==> config.mk <==
export PLATFORM = sky130hd
export DESIGN_NAME = mlfc_front
export DESIGN_NICKNAME = d
export VERILOG_FILES = /design/src/hdl/mlfc_pkg.sv /design/src/hdl/mlfc_front.sv
export SDC_FILE = /design/constraint.sdc
export NUM_CORES = 1
export LEC_CHECK = 0
export ABC_AREA = 1
export BUFFER_PORTS_ARGS = -buffer_cell sky130_fd_sc_hd__buf_2
export CAP_MARGIN = 20
export CELL_PAD_IN_SITES_DETAIL_PLACEMENT = 2
export CELL_PAD_IN_SITES_GLOBAL_PLACEMENT = 2
export CORE_MARGIN = 3
export CORE_UTILIZATION = 34
export CTS_CLUSTER_SIZE = 40
export DETAILED_ROUTE_END_ITERATION = 12
export PLACE_DENSITY_LB_ADDON = 0.1
export SETUP_SLACK_MARGIN = 0.15
export SYNTH_ARGS = -nofsm -noshare
export SYNTH_HDL_FRONTEND = slang
export SYNTH_SLANG_ARGS = --single-unit
==> constraint.sdc <==
create_clock -name clock -period 5.8 [get_ports clock]
set_input_delay 1.74 -clock clock [delete_from_list [all_inputs] [get_ports clock]]
set_output_delay 1.74 -clock clock [all_outputs]
set_load 0.05 [all_outputs]
==> src/hdl/mlfc_pkg.sv <==
// Package for the M-Bus long frame checker: frame constants, verdict codes
// and the result item type shared by the front end, the queue and the top level.
// No dependencies.
package mlfc_pkg;

   // Frame bytes
   localparam logic [7:0] LONG_START = 8'h68;
   localparam logic [7:0] STOP_BYTE  = 8'h16;

   // Size limits
   localparam int unsigned MIN_SIZE      = 9;
   localparam int unsigned SIZE_OVERHEAD = 6;
   localparam int unsigned MIN_L         = 3;
   localparam int unsigned FIRST_DATA    = 7;   // index of first application byte
   localparam int unsigned FIRST_SUM     = 4;   // index of first checksummed byte

   localparam int unsigned INDEX_W   = 9;
   localparam logic [INDEX_W-1:0] INDEX_MAX = '1;

   // Default depth of the queue between front end and output
   localparam int unsigned QUEUE_DEPTH = 4;

   // Field widths
   localparam int unsigned BYTE_W   = 8;
   localparam int unsigned STATUS_W = 3;
   localparam int unsigned RSP_DATA_W = 48;   // 43 field bits padded to bytes

   typedef enum logic [STATUS_W-1:0] {
      STATUS_OK        = 3'd0,
      STATUS_SHORT     = 3'd1,
      STATUS_BAD_FRAME = 3'd2,
      STATUS_LEN_MISM  = 3'd3,
      STATUS_L_LOW     = 3'd4,
      STATUS_CSUM_BAD  = 3'd5
   } status_type;

   // One result item as it travels through the queue
   typedef struct packed {
      logic              is_verdict;
      logic [BYTE_W-1:0] payload_byte;
      status_type        status;
      logic [BYTE_W-1:0] control_field;
      logic [BYTE_W-1:0] address_field;
      logic [BYTE_W-1:0] ci_field;
      logic [BYTE_W-1:0] app_length;
   } rsp_item_type;

endpackage

==> src/hdl/mlfc_front.sv <==
// Front end of the M-Bus long frame checker: takes frame bytes, tracks the
// header, length and checksum, and classifies each byte into a result item.
// Depends on mlfc_pkg.
module mlfc_front (
   input  logic                  clock,
   input  logic                  reset,
   input  logic                  in_valid,
   output logic                  in_ready,
   input  logic [7:0]            rx_byte,
   input  logic                  frame_end,
   output logic                  push_valid,
   output mlfc_pkg::rsp_item_type push_item,
   input  logic                  push_ready
);
   import mlfc_pkg::*;

   logic [INDEX_W-1:0] byte_index_ff, byte_index_in;
   logic [BYTE_W-1:0]  length_ff, length_in;
   logic               header_good_ff, header_good_in;
   logic [BYTE_W-1:0]  control_ff, control_in;
   logic [BYTE_W-1:0]  address_ff, address_in;
   logic [BYTE_W-1:0]  ci_ff, ci_in;
   logic [BYTE_W-1:0]  sum_ff, sum_in;
   logic [BYTE_W-1:0]  prev_ff, prev_in;

   logic               accept;
   logic [INDEX_W:0]   idx_ext;
   logic [INDEX_W:0]   last_sum_idx;   // L + 3
   logic [INDEX_W:0]   expected_last;  // L + 5, index of stop byte
   logic               in_sum_range;
   logic               in_data_range;
   status_type         status;

   assign in_ready = push_ready;
   assign accept   = in_valid && in_ready;

   assign idx_ext       = {1'b0, byte_index_ff};
   assign last_sum_idx  = {2'b00, length_ff} + (INDEX_W+1)'(MIN_L);
   assign expected_last = {2'b00, length_ff} + (INDEX_W+1)'(SIZE_OVERHEAD - 1);
   assign in_sum_range  = (idx_ext >= (INDEX_W+1)'(FIRST_SUM)) && (idx_ext <= last_sum_idx);
   assign in_data_range = (idx_ext >= (INDEX_W+1)'(FIRST_DATA)) && (idx_ext <= last_sum_idx);

   // Verdict checks in priority order
   always_comb begin
      if (idx_ext < (INDEX_W+1)'(MIN_SIZE - 1)) begin
         status = STATUS_SHORT;
      end else if (!header_good_ff || rx_byte != STOP_BYTE) begin
         status = STATUS_BAD_FRAME;
      end else if (idx_ext != expected_last) begin
         status = STATUS_LEN_MISM;
      end else if (length_ff < BYTE_W'(MIN_L)) begin
         status = STATUS_L_LOW;
      end else if (prev_ff != sum_ff) begin
         status = STATUS_CSUM_BAD;
      end else begin
         status = STATUS_OK;
      end
   end

   // Result item for this byte
   always_comb begin
      push_item = '0;
      push_valid = 1'b0;
      if (frame_end) begin
         push_valid              = accept;
         push_item.is_verdict    = 1'b1;
         push_item.status        = status;
         push_item.control_field = control_ff;
         push_item.address_field = address_ff;
         push_item.ci_field      = ci_ff;
         push_item.app_length    = (length_ff >= BYTE_W'(MIN_L)) ?
                                   length_ff - BYTE_W'(MIN_L) : '0;
      end else begin
         push_valid             = accept && in_data_range && header_good_ff;
         push_item.payload_byte = rx_byte;
      end
   end

   // Frame state update
   always_comb begin
      byte_index_in  = byte_index_ff;
      length_in      = length_ff;
      header_good_in = header_good_ff;
      control_in     = control_ff;
      address_in     = address_ff;
      ci_in          = ci_ff;
      sum_in         = sum_ff;
      prev_in        = prev_ff;
      if (accept) begin
         if (frame_end) begin
            // back to the reset state for the next frame
            byte_index_in  = '0;
            length_in      = '0;
            header_good_in = 1'b1;
            control_in     = '0;
            address_in     = '0;
            ci_in          = '0;
            sum_in         = '0;
            prev_in        = '0;
         end else begin
            case (byte_index_ff)
               INDEX_W'(0): begin
                  if (rx_byte != LONG_START) header_good_in = 1'b0;
               end
               INDEX_W'(1): length_in = rx_byte;
               INDEX_W'(2): begin
                  if (rx_byte != length_ff) header_good_in = 1'b0;
               end
               INDEX_W'(3): begin
                  if (rx_byte != LONG_START) header_good_in = 1'b0;
               end
               INDEX_W'(4): control_in = rx_byte;
               INDEX_W'(5): address_in = rx_byte;
               INDEX_W'(6): ci_in      = rx_byte;
               default: ;
            endcase
            if (in_sum_range) sum_in = sum_ff + rx_byte;
            prev_in = rx_byte;
            // saturate on over-long frames
            if (byte_index_ff != INDEX_MAX) byte_index_in = byte_index_ff + 1'b1;
         end
      end
   end

   always_ff @(posedge clock) begin
      if (reset) begin
         byte_index_ff  <= '0;
         length_ff      <= '0;
         header_good_ff <= 1'b1;
         control_ff     <= '0;
         address_ff     <= '0;
         ci_ff          <= '0;
         sum_ff         <= '0;
         prev_ff        <= '0;
      end else begin
         byte_index_ff  <= byte_index_in;
         length_ff      <= length_in;
         header_good_ff <= header_good_in;
         control_ff     <= control_in;
         address_ff     <= address_in;
         ci_ff          <= ci_in;
         sum_ff         <= sum_in;
         prev_ff        <= prev_in;
      end
   end

endmodule

# Word-level counts from Yosys, hierarchy flattened
# Index checks and enable logic that the tools add are counted.
totals:
  ff_bits: 58
  output_inout_bits: 46
  elab_cells: 82
op_classes:
  add_sub_neg: 5
  magnitude_cmp: 6
  n_eq_ne: 14
  muxes: 26
  reduce_logical: 23
op_table:
  columns: ["operator", "count"]
  rows:
  - ["two-way mux 8 bit", 12]
  - ["two-way mux 35 bit", 1]
  - ["equality test 9 x 3 -> 1 bit, second input constant", 3]
  - ["equality test 9 x 2 -> 1 bit, second input constant", 2]
  - [">= comparator 9 x 3 -> 1 bit, second input constant", 2]
  - ["two-way mux 9 bit", 2]
  - ["inequality test 8 bit", 2]
  - ["two-way mux 3 bit", 5]
  - ["AND reduction 2 bit", 6]
  - ["nonzero test 2 bit", 6]
  - ["adder 8 x 2 -> 9 bit, second input constant", 1]
  - ["adder 8 x 3 -> 9 bit, second input constant", 1]
  - ["adder 9 x 1 -> 9 bit, second input constant", 1]
  - ["equality test 9 x 1 -> 1 bit, second input constant", 1]
  - ["<= comparator 9 bit", 1]
  - ["logical NOT 9 bit", 1]
  - ["less-than comparator 9 x 4 -> 1 bit, second input constant", 1]
  - ["inequality test 9 bit", 1]
  - ["inequality test 9 bit, second input constant", 1]
  - ["adder 8 bit", 1]
  - [">= comparator 8 x 2 -> 1 bit, second input constant", 1]
  - ["less-than comparator 8 x 2 -> 1 bit, second input constant", 1]
  - ["inequality test 8 x 5 -> 1 bit, second input constant", 1]
  - ["inequality test 8 x 7 -> 1 bit, second input constant", 1]
  - ["11 further kinds", 19]

# Logic depth before layout (Yosys ltp)
# Gate-level depths: netlist of the first run.
depth:
  depth_word: 7
  mapped_depth: 17
  depth_no_buf: 17

# Worst setup path before layout of the first run
# Ideal clock, no wire load.
synth_timing:
  path_kind: "input-to-output"
  start: "input port frame_end"
  end: "output port push_item[6] in the netlist's numbering"
  arrival_time_ns: 3.024
  slack_ns: 1.036
  path_stages: 4
  n_path_buf: 2
  path_cell_list: "buf_4 clkbuf_1 nand2_1 nor2_1"
synth_lines:
  columns: ["element", "line_no", "rtl"]
  rows:
  - ["start: declaration", "mlfc_front.sv:10", "input logic frame_end,"]
  - ["end: declaration", "mlfc_front.sv:12", "output mlfc_pkg::rsp_item_type push_item,"]

# Worst setup path after layout of the first run
layout_timing:
  start: "register length_ff[0]"
  end: "output port push_valid"
layout_between:
  elab_chain_len: 6
layout_lines:
  columns: ["element", "line_no", "rtl"]
  rows:
  - ["start: declaration", "mlfc_front.sv:18", "logic [BYTE_W-1:0] length_ff, length_in;"]
  - ["start signal: assignment", "mlfc_front.sv:137", "length_ff <= length_in;"]
  - ["adder 8 x 2 -> 9 bit", "mlfc_front.sv:38", "assign last_sum_idx = {2'b00, length_ff} + (INDEX_W+1)'(MIN_L);"]
  - ["<= comparator 9 bit", "mlfc_front.sv:41", "assign in_data_range = (idx_ext >= (INDEX_W+1)'(FIRST_DATA)) && (idx_ext <= last_sum_idx);"]
  - ["logical AND 1 bit", "mlfc_front.sv:41", null]
  - ["logical AND 1 bit (2 in a row)", "mlfc_front.sv:74", "push_valid = accept && in_data_range && header_good_ff;"]
  - ["two-way mux 1 bit", "mlfc_front.sv:64", "if (frame_end) begin"]
  - ["end: declaration", "mlfc_front.sv:11", "output logic push_valid,"]
# No other way between the ends.

==> summary.txt, run 1 <==
Floorplanning
  – Die Height: about 110 um
  – Full die area: 0.0132 mm2
  – Core area: roughly 0.012 mm2
  – Rows: 39
  – Chip Width: 115 um
  – Ports: roughly 60
  – Starting Density: 0.350

Timing
  – Slew Limit Fails: 0
  – Tightest Pin Transition: just over 1 ns
  – Final Hold Vio Count: 0
  – Final setup margin: between 0.7 and 0.8 ns
  – Worst Clk Skew: 0.00822 ns
  – Final setup violation count: 0
  – Setup_tns: 0 ns
  – RSZ-0062 raised after global routing: false
  – Final period utilization: 0.863
  – Min cycle time layout: around 5 ns
  – Worst relative slew slack: 0.310
  – Achievable Freq: around 200 MHz

Clocking
  – Cells resized by post-CTS repair: 0
  – H-tree levels: 3
  – TritonCTS clock tree: yes
  – Clk slew on worst S/H paths: 0.05 ns
  – CTS Buf Count: 9
  – Clock root cell: clkbuf_16
  – Clock Sinks: 58
  – Hold Buf Count CTS: 0
  – Post-CTS Repair Setup Buffers: 0
  – Clock Tree Buf Depth: 2
  – Worst-Skew Late Latency: approximately 0.34 ns

Setup path
  – Buf+Inv Stages, Crit Path: 2
  – Slowest-stage cell, CP: dfxtp_1
  – Startpoint Class: register
  – Crit Path Category: register to output pin
  – Cell depth of the worst setup path: 13
  – R2R cell count: 14
  – Worst path required time: ~4.1 ns
  – Worst Path Max Fanout: 6
  – Critical-path cell list: inv_1 > ha_1 > or2_2 > nor2_1 > nand3_1 > ha_1 > nand2_1 > nor3_1 > nand4_1 > nand2_1 > o2111ai_1 > nand2_1 > buf_2
  – Most frequent CP cell: nand2_1
  – Arr. time, crit path: 3.26 ns
  – Crit-path leading delay family: simple AND/OR/NAND/NOR gates
  – Crit. End Element: output pin
  – Worst path max stage delay: 0.46 ns

Placed design
  – # port buffers: slightly below 60
  – Placed cell areas: 0.00438 mm2
  – HPWL Detailed: around 11000 um
  – RD Place Congestion: between 0.8 and 0.9
  – DP Worst Slack: 0.900 ns

Yosys
  – Synth area leader: dfxtp_1
  – Synth area leaders: dfxtp_1 (29%), nand2_1 (17%), a21oi_1 (7.7%)
  – Mean Syn Cell Area: around 6.5 um2
  – Post-Syn Area: 0.00403 mm2
  – Netlist cell types: between 40 and 50
  – Flops & latches, synth: just under 60
  – Syn Inst Count: approximately 620
  – Syn Nets: around 650
  – Area share of the largest cell type after synthesis: 0.288
  – Synth warn: 0
  – Sequential fraction of the synthesis area: 0.288

Layout
  – Ant. Diodes: 0
  – Layout Nets: ~710
  – Post-route cell area: roughly 0.0047 mm2
  – Area growth, synth to finish: 17.3%
  – Share of layout cells above drive strength 1: 0.139
  – Finished Core Util: 0.410

Route
  – DR vias: around 4300
  – Drt drc: 0
  – Vias per cell: slightly above 5
  – DR iter-0 viols: around 230
  – WL/cell: roughly 19 um
  – Final WL: 15400 um
  – Antenna Violating Nets Remaining: 0
  – Drt first pass iters: 4

Global routing
  – Largest net degree at the start of global routing: 53
  – Total GRT Usage: 0.243
  – Number of global-route vias before repair: around 4500
  – First-pass GRT wire length: 24900 um
  – Grt ovf: 0
  – Antenna violations before repair: 0

Flow run
  – Max cap viols: 0

Outcome
  – Outcome: finished, final reports clean

Power
  – Max VDD drop: around 140 uV
  – Pwr/cell area: 246 mW/mm2
  – P_leak: about 0.0024 uW

Worst hold path
  – WHS Path Cells: 2
  – Worst hold path type: register to register
-- tightest hold or removal path, delay by kind of cell (launching register included) --
kind	cells	cell delay, ns
and+or+nand+nor	1	0.06
DFF	1	0.31
AOI/OAI and AO/OA	1	0.05
-- cell families (layout without fill, tap and decap cells) --
group | Yosys count | after routing | synth area share
buffers and inverters | 105 | 165 | 0.123
XOR/XNOR | 25 | 25 | 0.0544
AND/OR/NAND/NOR | 322 | 322 | 0.346
AO/OA/AOI/OAI | 82 | 82 | 0.111
adder cells (fa/ha/maj) | 24 | 24 | 0.0764
flip-flops | 58 | 58 | 0.288
-- synthesized netlist by cell type, drive strengths merged --
master / instances
nor4: 4
o2111ai: 1
inv: 80
nor2: 61
o21ai: 3
dlygate4sd1: 1
dlymetal6s2s: 1
nor3b: 1
clkbuf: 9
a211oi: 2
fa: 1
ha: 23
o31ai: 1
a31oi: 1
o221ai: 1
o21bai: 2
dfxtp: 58
a21oi: 62
nor3: 12
nand4: 7
a21o: 3
or2: 1
nand3b: 2
nand2: 188
clkinv: 1
xor2: 13
nand3: 45
xnor2: 12
o211ai: 1
o22ai: 5
and3: 1
buf: 13
-- final timing paths --
path                                    start            end  slack, ns
worst max register to register   length_ff[0]      sum_ff[2]       2.40
worst min register to register  control_ff[4]  control_ff[4]       0.47
worst max-delay path             length_ff[0]     push_valid       0.80
worst min-delay path            control_ff[4]  control_ff[4]       0.47
-- where the power goes --
| part | internal, uW | leakage, uW | switching, uW | total (uW) |
|---|---|---|---|---|
| Sequential | 404 | 0.000469 | 5.19 | 409 |
| Clock | 432 | 0.000167 | 197 | 630 |
| Combinational | 31.3 | 0.00175 | 93.1 | 124 |
-- routing by layer --
metal / global-route usage / part of all wire
met1: 0.319 / 0.46
met2: 0.411 / 0.49
met3: 0.0474 / 0.031
met4: 0.0587 / 0.015
met5: 0 / 0
-- metrics by stage --
step / hold slack, ns / cells / power [uW]
final: 0.466 / 819 / 1160
after detailed placement: 0.459 / 803 / 541
after global placement: 0.452 / 803 / 537
after global routing: 0.492 / 819 / 1210
after floorplan: 0.438 / 616 / 502
after CTS: 0.468 / 819 / 1170
-- layout make-up --
class	count	area, um2
clock buffer	12	246
clock inverter	4	98.8
fill	1445	6790
inverter	81	304
multi-input combinational	453	2370
sequential	58	1160
tap	143	179
timing repair buffer	68	365
-- state kept, by name, indices dropped and copies added, names as in the netlist --
| signal | cells |
|---|---|
| control_ff | 8 |
| byte_index_ff | 9 |
| ci_ff | 8 |
| sum_ff | 8 |
| header_good_ff | 1 |
| prev_ff | 8 |
| length_ff | 8 |
| address_ff | 8 |
-- cells in the final DEF (no fill, tap or decap), types with 2 or more instances in the layout --
cell type	netlist	layout
nand3b_1	2	2
nor2_4	2	2
inv_1	80	80
nor2_2	2	2
clkbuf_16	0	9
o22ai_1	5	5
buf_4	4	10
clkbuf_1	5	2
a21o_1	3	3
xor2_1	13	13
nand4_1	5	5
nor3_1	12	12
xnor2_1	12	12
bufinv_16	0	3
o21ai_0	3	3
nand2_1	184	184
nand3_1	45	45
dfxtp_1	58	58
nand2_2	3	3
nor2_1	57	57
o21bai_1	2	2
ha_1	23	23
a21oi_1	62	62
nor4_1	3	3
a211oi_1	2	2
buf_2	3	58
No activity file was read; power rests on OpenSTA's default activity.
==> run 2, diff against run 1 <==
--- a/config.mk
+++ b/config.mk
@@ -11,7 +11,7 @@
 export CELL_PAD_IN_SITES_DETAIL_PLACEMENT = 2
 export CELL_PAD_IN_SITES_GLOBAL_PLACEMENT = 2
 export CORE_MARGIN = 3
-export CORE_UTILIZATION = 34
+export CORE_UTILIZATION = 28
 export CTS_CLUSTER_SIZE = 40
 export DETAILED_ROUTE_END_ITERATION = 12
 export PLACE_DENSITY_LB_ADDON = 0.1
==> constraint.sdc (replaced) <==
create_clock -name clock -period 4.6 [get_ports clock]
set_input_delay 1.38 -clock clock [delete_from_list [all_inputs] [get_ports clock]]
set_output_delay 1.38 -clock clock [all_outputs]
set_load 0.05 [all_outputs]
==> summary.txt, run 2 (synthesis results as in run 1) <==
Placed design
  – # port buffers: 58 (unchanged)
  – RD Place Congestion: 0.808 (-3.8%)
  – Placed cell areas: 0.00445 mm2 (+1.6%)
  – HPWL Detailed: 12300 um (+8.1%)

Global routing
  – GR Util met2: 0.330 (-0.0811)
  – Most Crowded Layer GR: met2
  – Number of global-route vias before repair: 4591 (+1.2%)
  – GR Util met1: 0.283 (-0.0363)
  – Total GRT Usage: 0.204 (-0.0395)
  – Largest net degree at the start of global routing: 53 (unchanged)
  – Grt ovf: 0 (unchanged)
  – First-pass GRT wire length: 25600 um (+3.1%)
  – Global-route met3 utilization: 0.0305 (-0.0168)
  – Antenna violations before repair: 0 (unchanged)

Timing
  – Min cycle time layout: 4.28 ns
  – Final setup violation count: 0 (unchanged)
  – Final Hold Vio Count: 0 (unchanged)
  – Final period utilization: 0.931
  – Achievable Freq: roughly 230 MHz
  – Setup_tns: 0 ns (unchanged)
  – RSZ-0062 raised after global routing: false
  – Hold Worst Slack: 0.464 ns (-0.00277 ns)
  – Slew Limit Fails: 0 (unchanged)
  – Worst relative slew slack: 0.435 (+0.125)
  – Tightest Pin Transition: 0.844 ns (-0.190 ns)
  – Worst Clk Skew: 0.00539 ns (-0.00282 ns)

Power
  – Overall Power: 1430 uW (+23%)
  – Pwr/cell area: 298 mW/mm2 (+21%)
  – Max VDD drop: 157 uV (+13%)
  – P_leak: 0.00239 uW (+0.37%)

Clocking
  – TritonCTS clock tree: yes
  – H-tree levels: 3 (unchanged)
  – Worst-Skew Late Latency: 0.34 ns (about the same)
  – Clk slew on worst S/H paths: 0.06 ns (about the same)
  – Clock Sinks: 58 (unchanged)
  – Clock Tree Buf Depth: 2 (unchanged)
  – CTS Buf Count: 9 (unchanged)
  – Clock root cell: clkbuf_16

Floorplanning
  – Ports: 59 (unchanged)
  – Chip Width: 126 um (+9.7%)
  – Full die area: 0.0159 mm2 (+20%)
  – Starting Density: 0.288 (-0.0618)
  – Core area: 0.0140 mm2 (+21%)
  – Rows: 43 (+10%)
  – Die Height: 126 um (+9.7%)

Setup path
  – Crit-path leading delay family: simple AND/OR/NAND/NOR gates
  – Arr. time, crit path: 2.90 ns (-0.36 ns)
  – Startpoint Class: register
  – Worst Path Max Fanout: 5 (-1)
  – Worst path required time: 3.22 ns (-0.84 ns)
  – Crit. End Element: output pin
  – Buf+Inv Stages, Crit Path: 2 (unchanged)
  – Critical-path cell list: inv_1 > ha_1 > or2_2 > nor2_2 > xor2_1 > ha_1 > a21o_1 > a21oi_1 > nand3_1 > nand2_1 > o2111ai_1 > nand2_1 > buf_6
  – R2R Path Start: length_ff[1]
  – CP startpoint: length_ff[1]
  – Slowest-stage cell, CP: dfxtp_2
  – Worst path max stage delay: 0.39 ns (-0.07 ns)
  – Crit Path Category: register to output pin

Layout
  – Max FFs per register: 9 (unchanged)
  – Finished Core Util: 0.344 (-0.0667)
  – Post-route cell area: 0.00481 mm2 (+1.7%)
  – Ant. Diodes: 0 (unchanged)
  – Share of layout cells above drive strength 1: 0.158 (+0.0185)
  – Area growth, synth to finish: 19.3%
  – Most common cell after layout, fill and taps aside: nand2_1
  – Most frequent cells in the layout: nand2_1 (182), inv_1 (80), a21oi_1 (61)
  – Top reg by flops: byte_index_ff
  – Layout Nets: 711 (+0.42%)

Route
  – Drt drc: 0 (unchanged)
  – Drt first pass iters: 4 (unchanged)
  – Final WL: 15800 um (+2.7%)
  – Vias per cell: 4.97 (-4.3%)
  – DR iter-0 viols: 254 (+11%)
  – DR vias: 4273 (+0.40%)
  – WL/cell: 18.4 um (-2.1%)
  – Antenna Violating Nets Remaining: 0 (unchanged)

Outcome
  – Outcome: finished, final reports clean

Worst hold path
  – Worst hold path type: register to register
  – Hold_sp: control_ff[7]

Flow run
  – Max cap viols: 0 (unchanged)
==> run 2: changes by cell type in the layout (fill, tap and decap cells not counted), moves of 2 or more <==
cell      delta
dfxtp_1      -3
dfxtp_2      +2
nand2_1      -2
buf_4        +3
nand2_2      +2
clkbuf_1     -2
==> run 2: where the power goes <==
group	internal, uW	switching, uW
registers	509	6.79
clock network	490	266
logic	40.4	119
==> run 2: metrics by stage <==
step	worst slack [ns]	instances
4_1_cts	0.188	859
6_report	0.318	859
3_5_place_dp	0.454	843
2_1_floorplan	0.556	616
5_1_grt	0.141	859
3_3_place_gp	0.552	843
==> run 2: area by class of cell <==
class,instances,area [um2]
clock inverter,6,90.1
tap,180,225
clock buffer,10,239
inverter,81,304
sequential,58,1170
timing repair buffer,71,394
multi-input combinational,453,2390
fill,1729,9180
==> run 2: what timing repair did <==
action                     4_1_cts  5_1_grt
gates resized for setup          2        9
pin swaps                        0        0
setup endpoints to repair        1        1
buffers inserted                 0        0
hold buffers                     0        0
==> run 2: routing by layer <==
metal  up-vias  share of wire  routed length [um]
li1       2069              -                   -
met1      2115           0.49                7760
met2        73           0.46                7350
met3        16          0.032                 504
met4         0          0.014                 218
met5         -              0                   0
==> run 2: worst paths after layout <==
check	endpoint	slack [ns]	cells past startpoint
min reg2reg	control_ff[7]	0.46	2
max	push_valid	0.32	13
min	control_ff[7]	0.46	2
max reg2reg	sum_ff[7]	1.50	14
==> run 2: worst register-to-register path, cell delays in order (launching register included) <==
cell and delay [ns]:
dfxtp_2 0.39, inv_1 0.13, ha_1 0.22, or2_2 0.33
nor2_2 0.15, xor2_1 0.17, ha_1 0.26, a21o_1 0.18
a21oi_1 0.12, nand3_1 0.09, nand2_1 0.11, nand2_2 0.18
nor2_1 0.41, nand2_1 0.13, a21oi_1 0.14
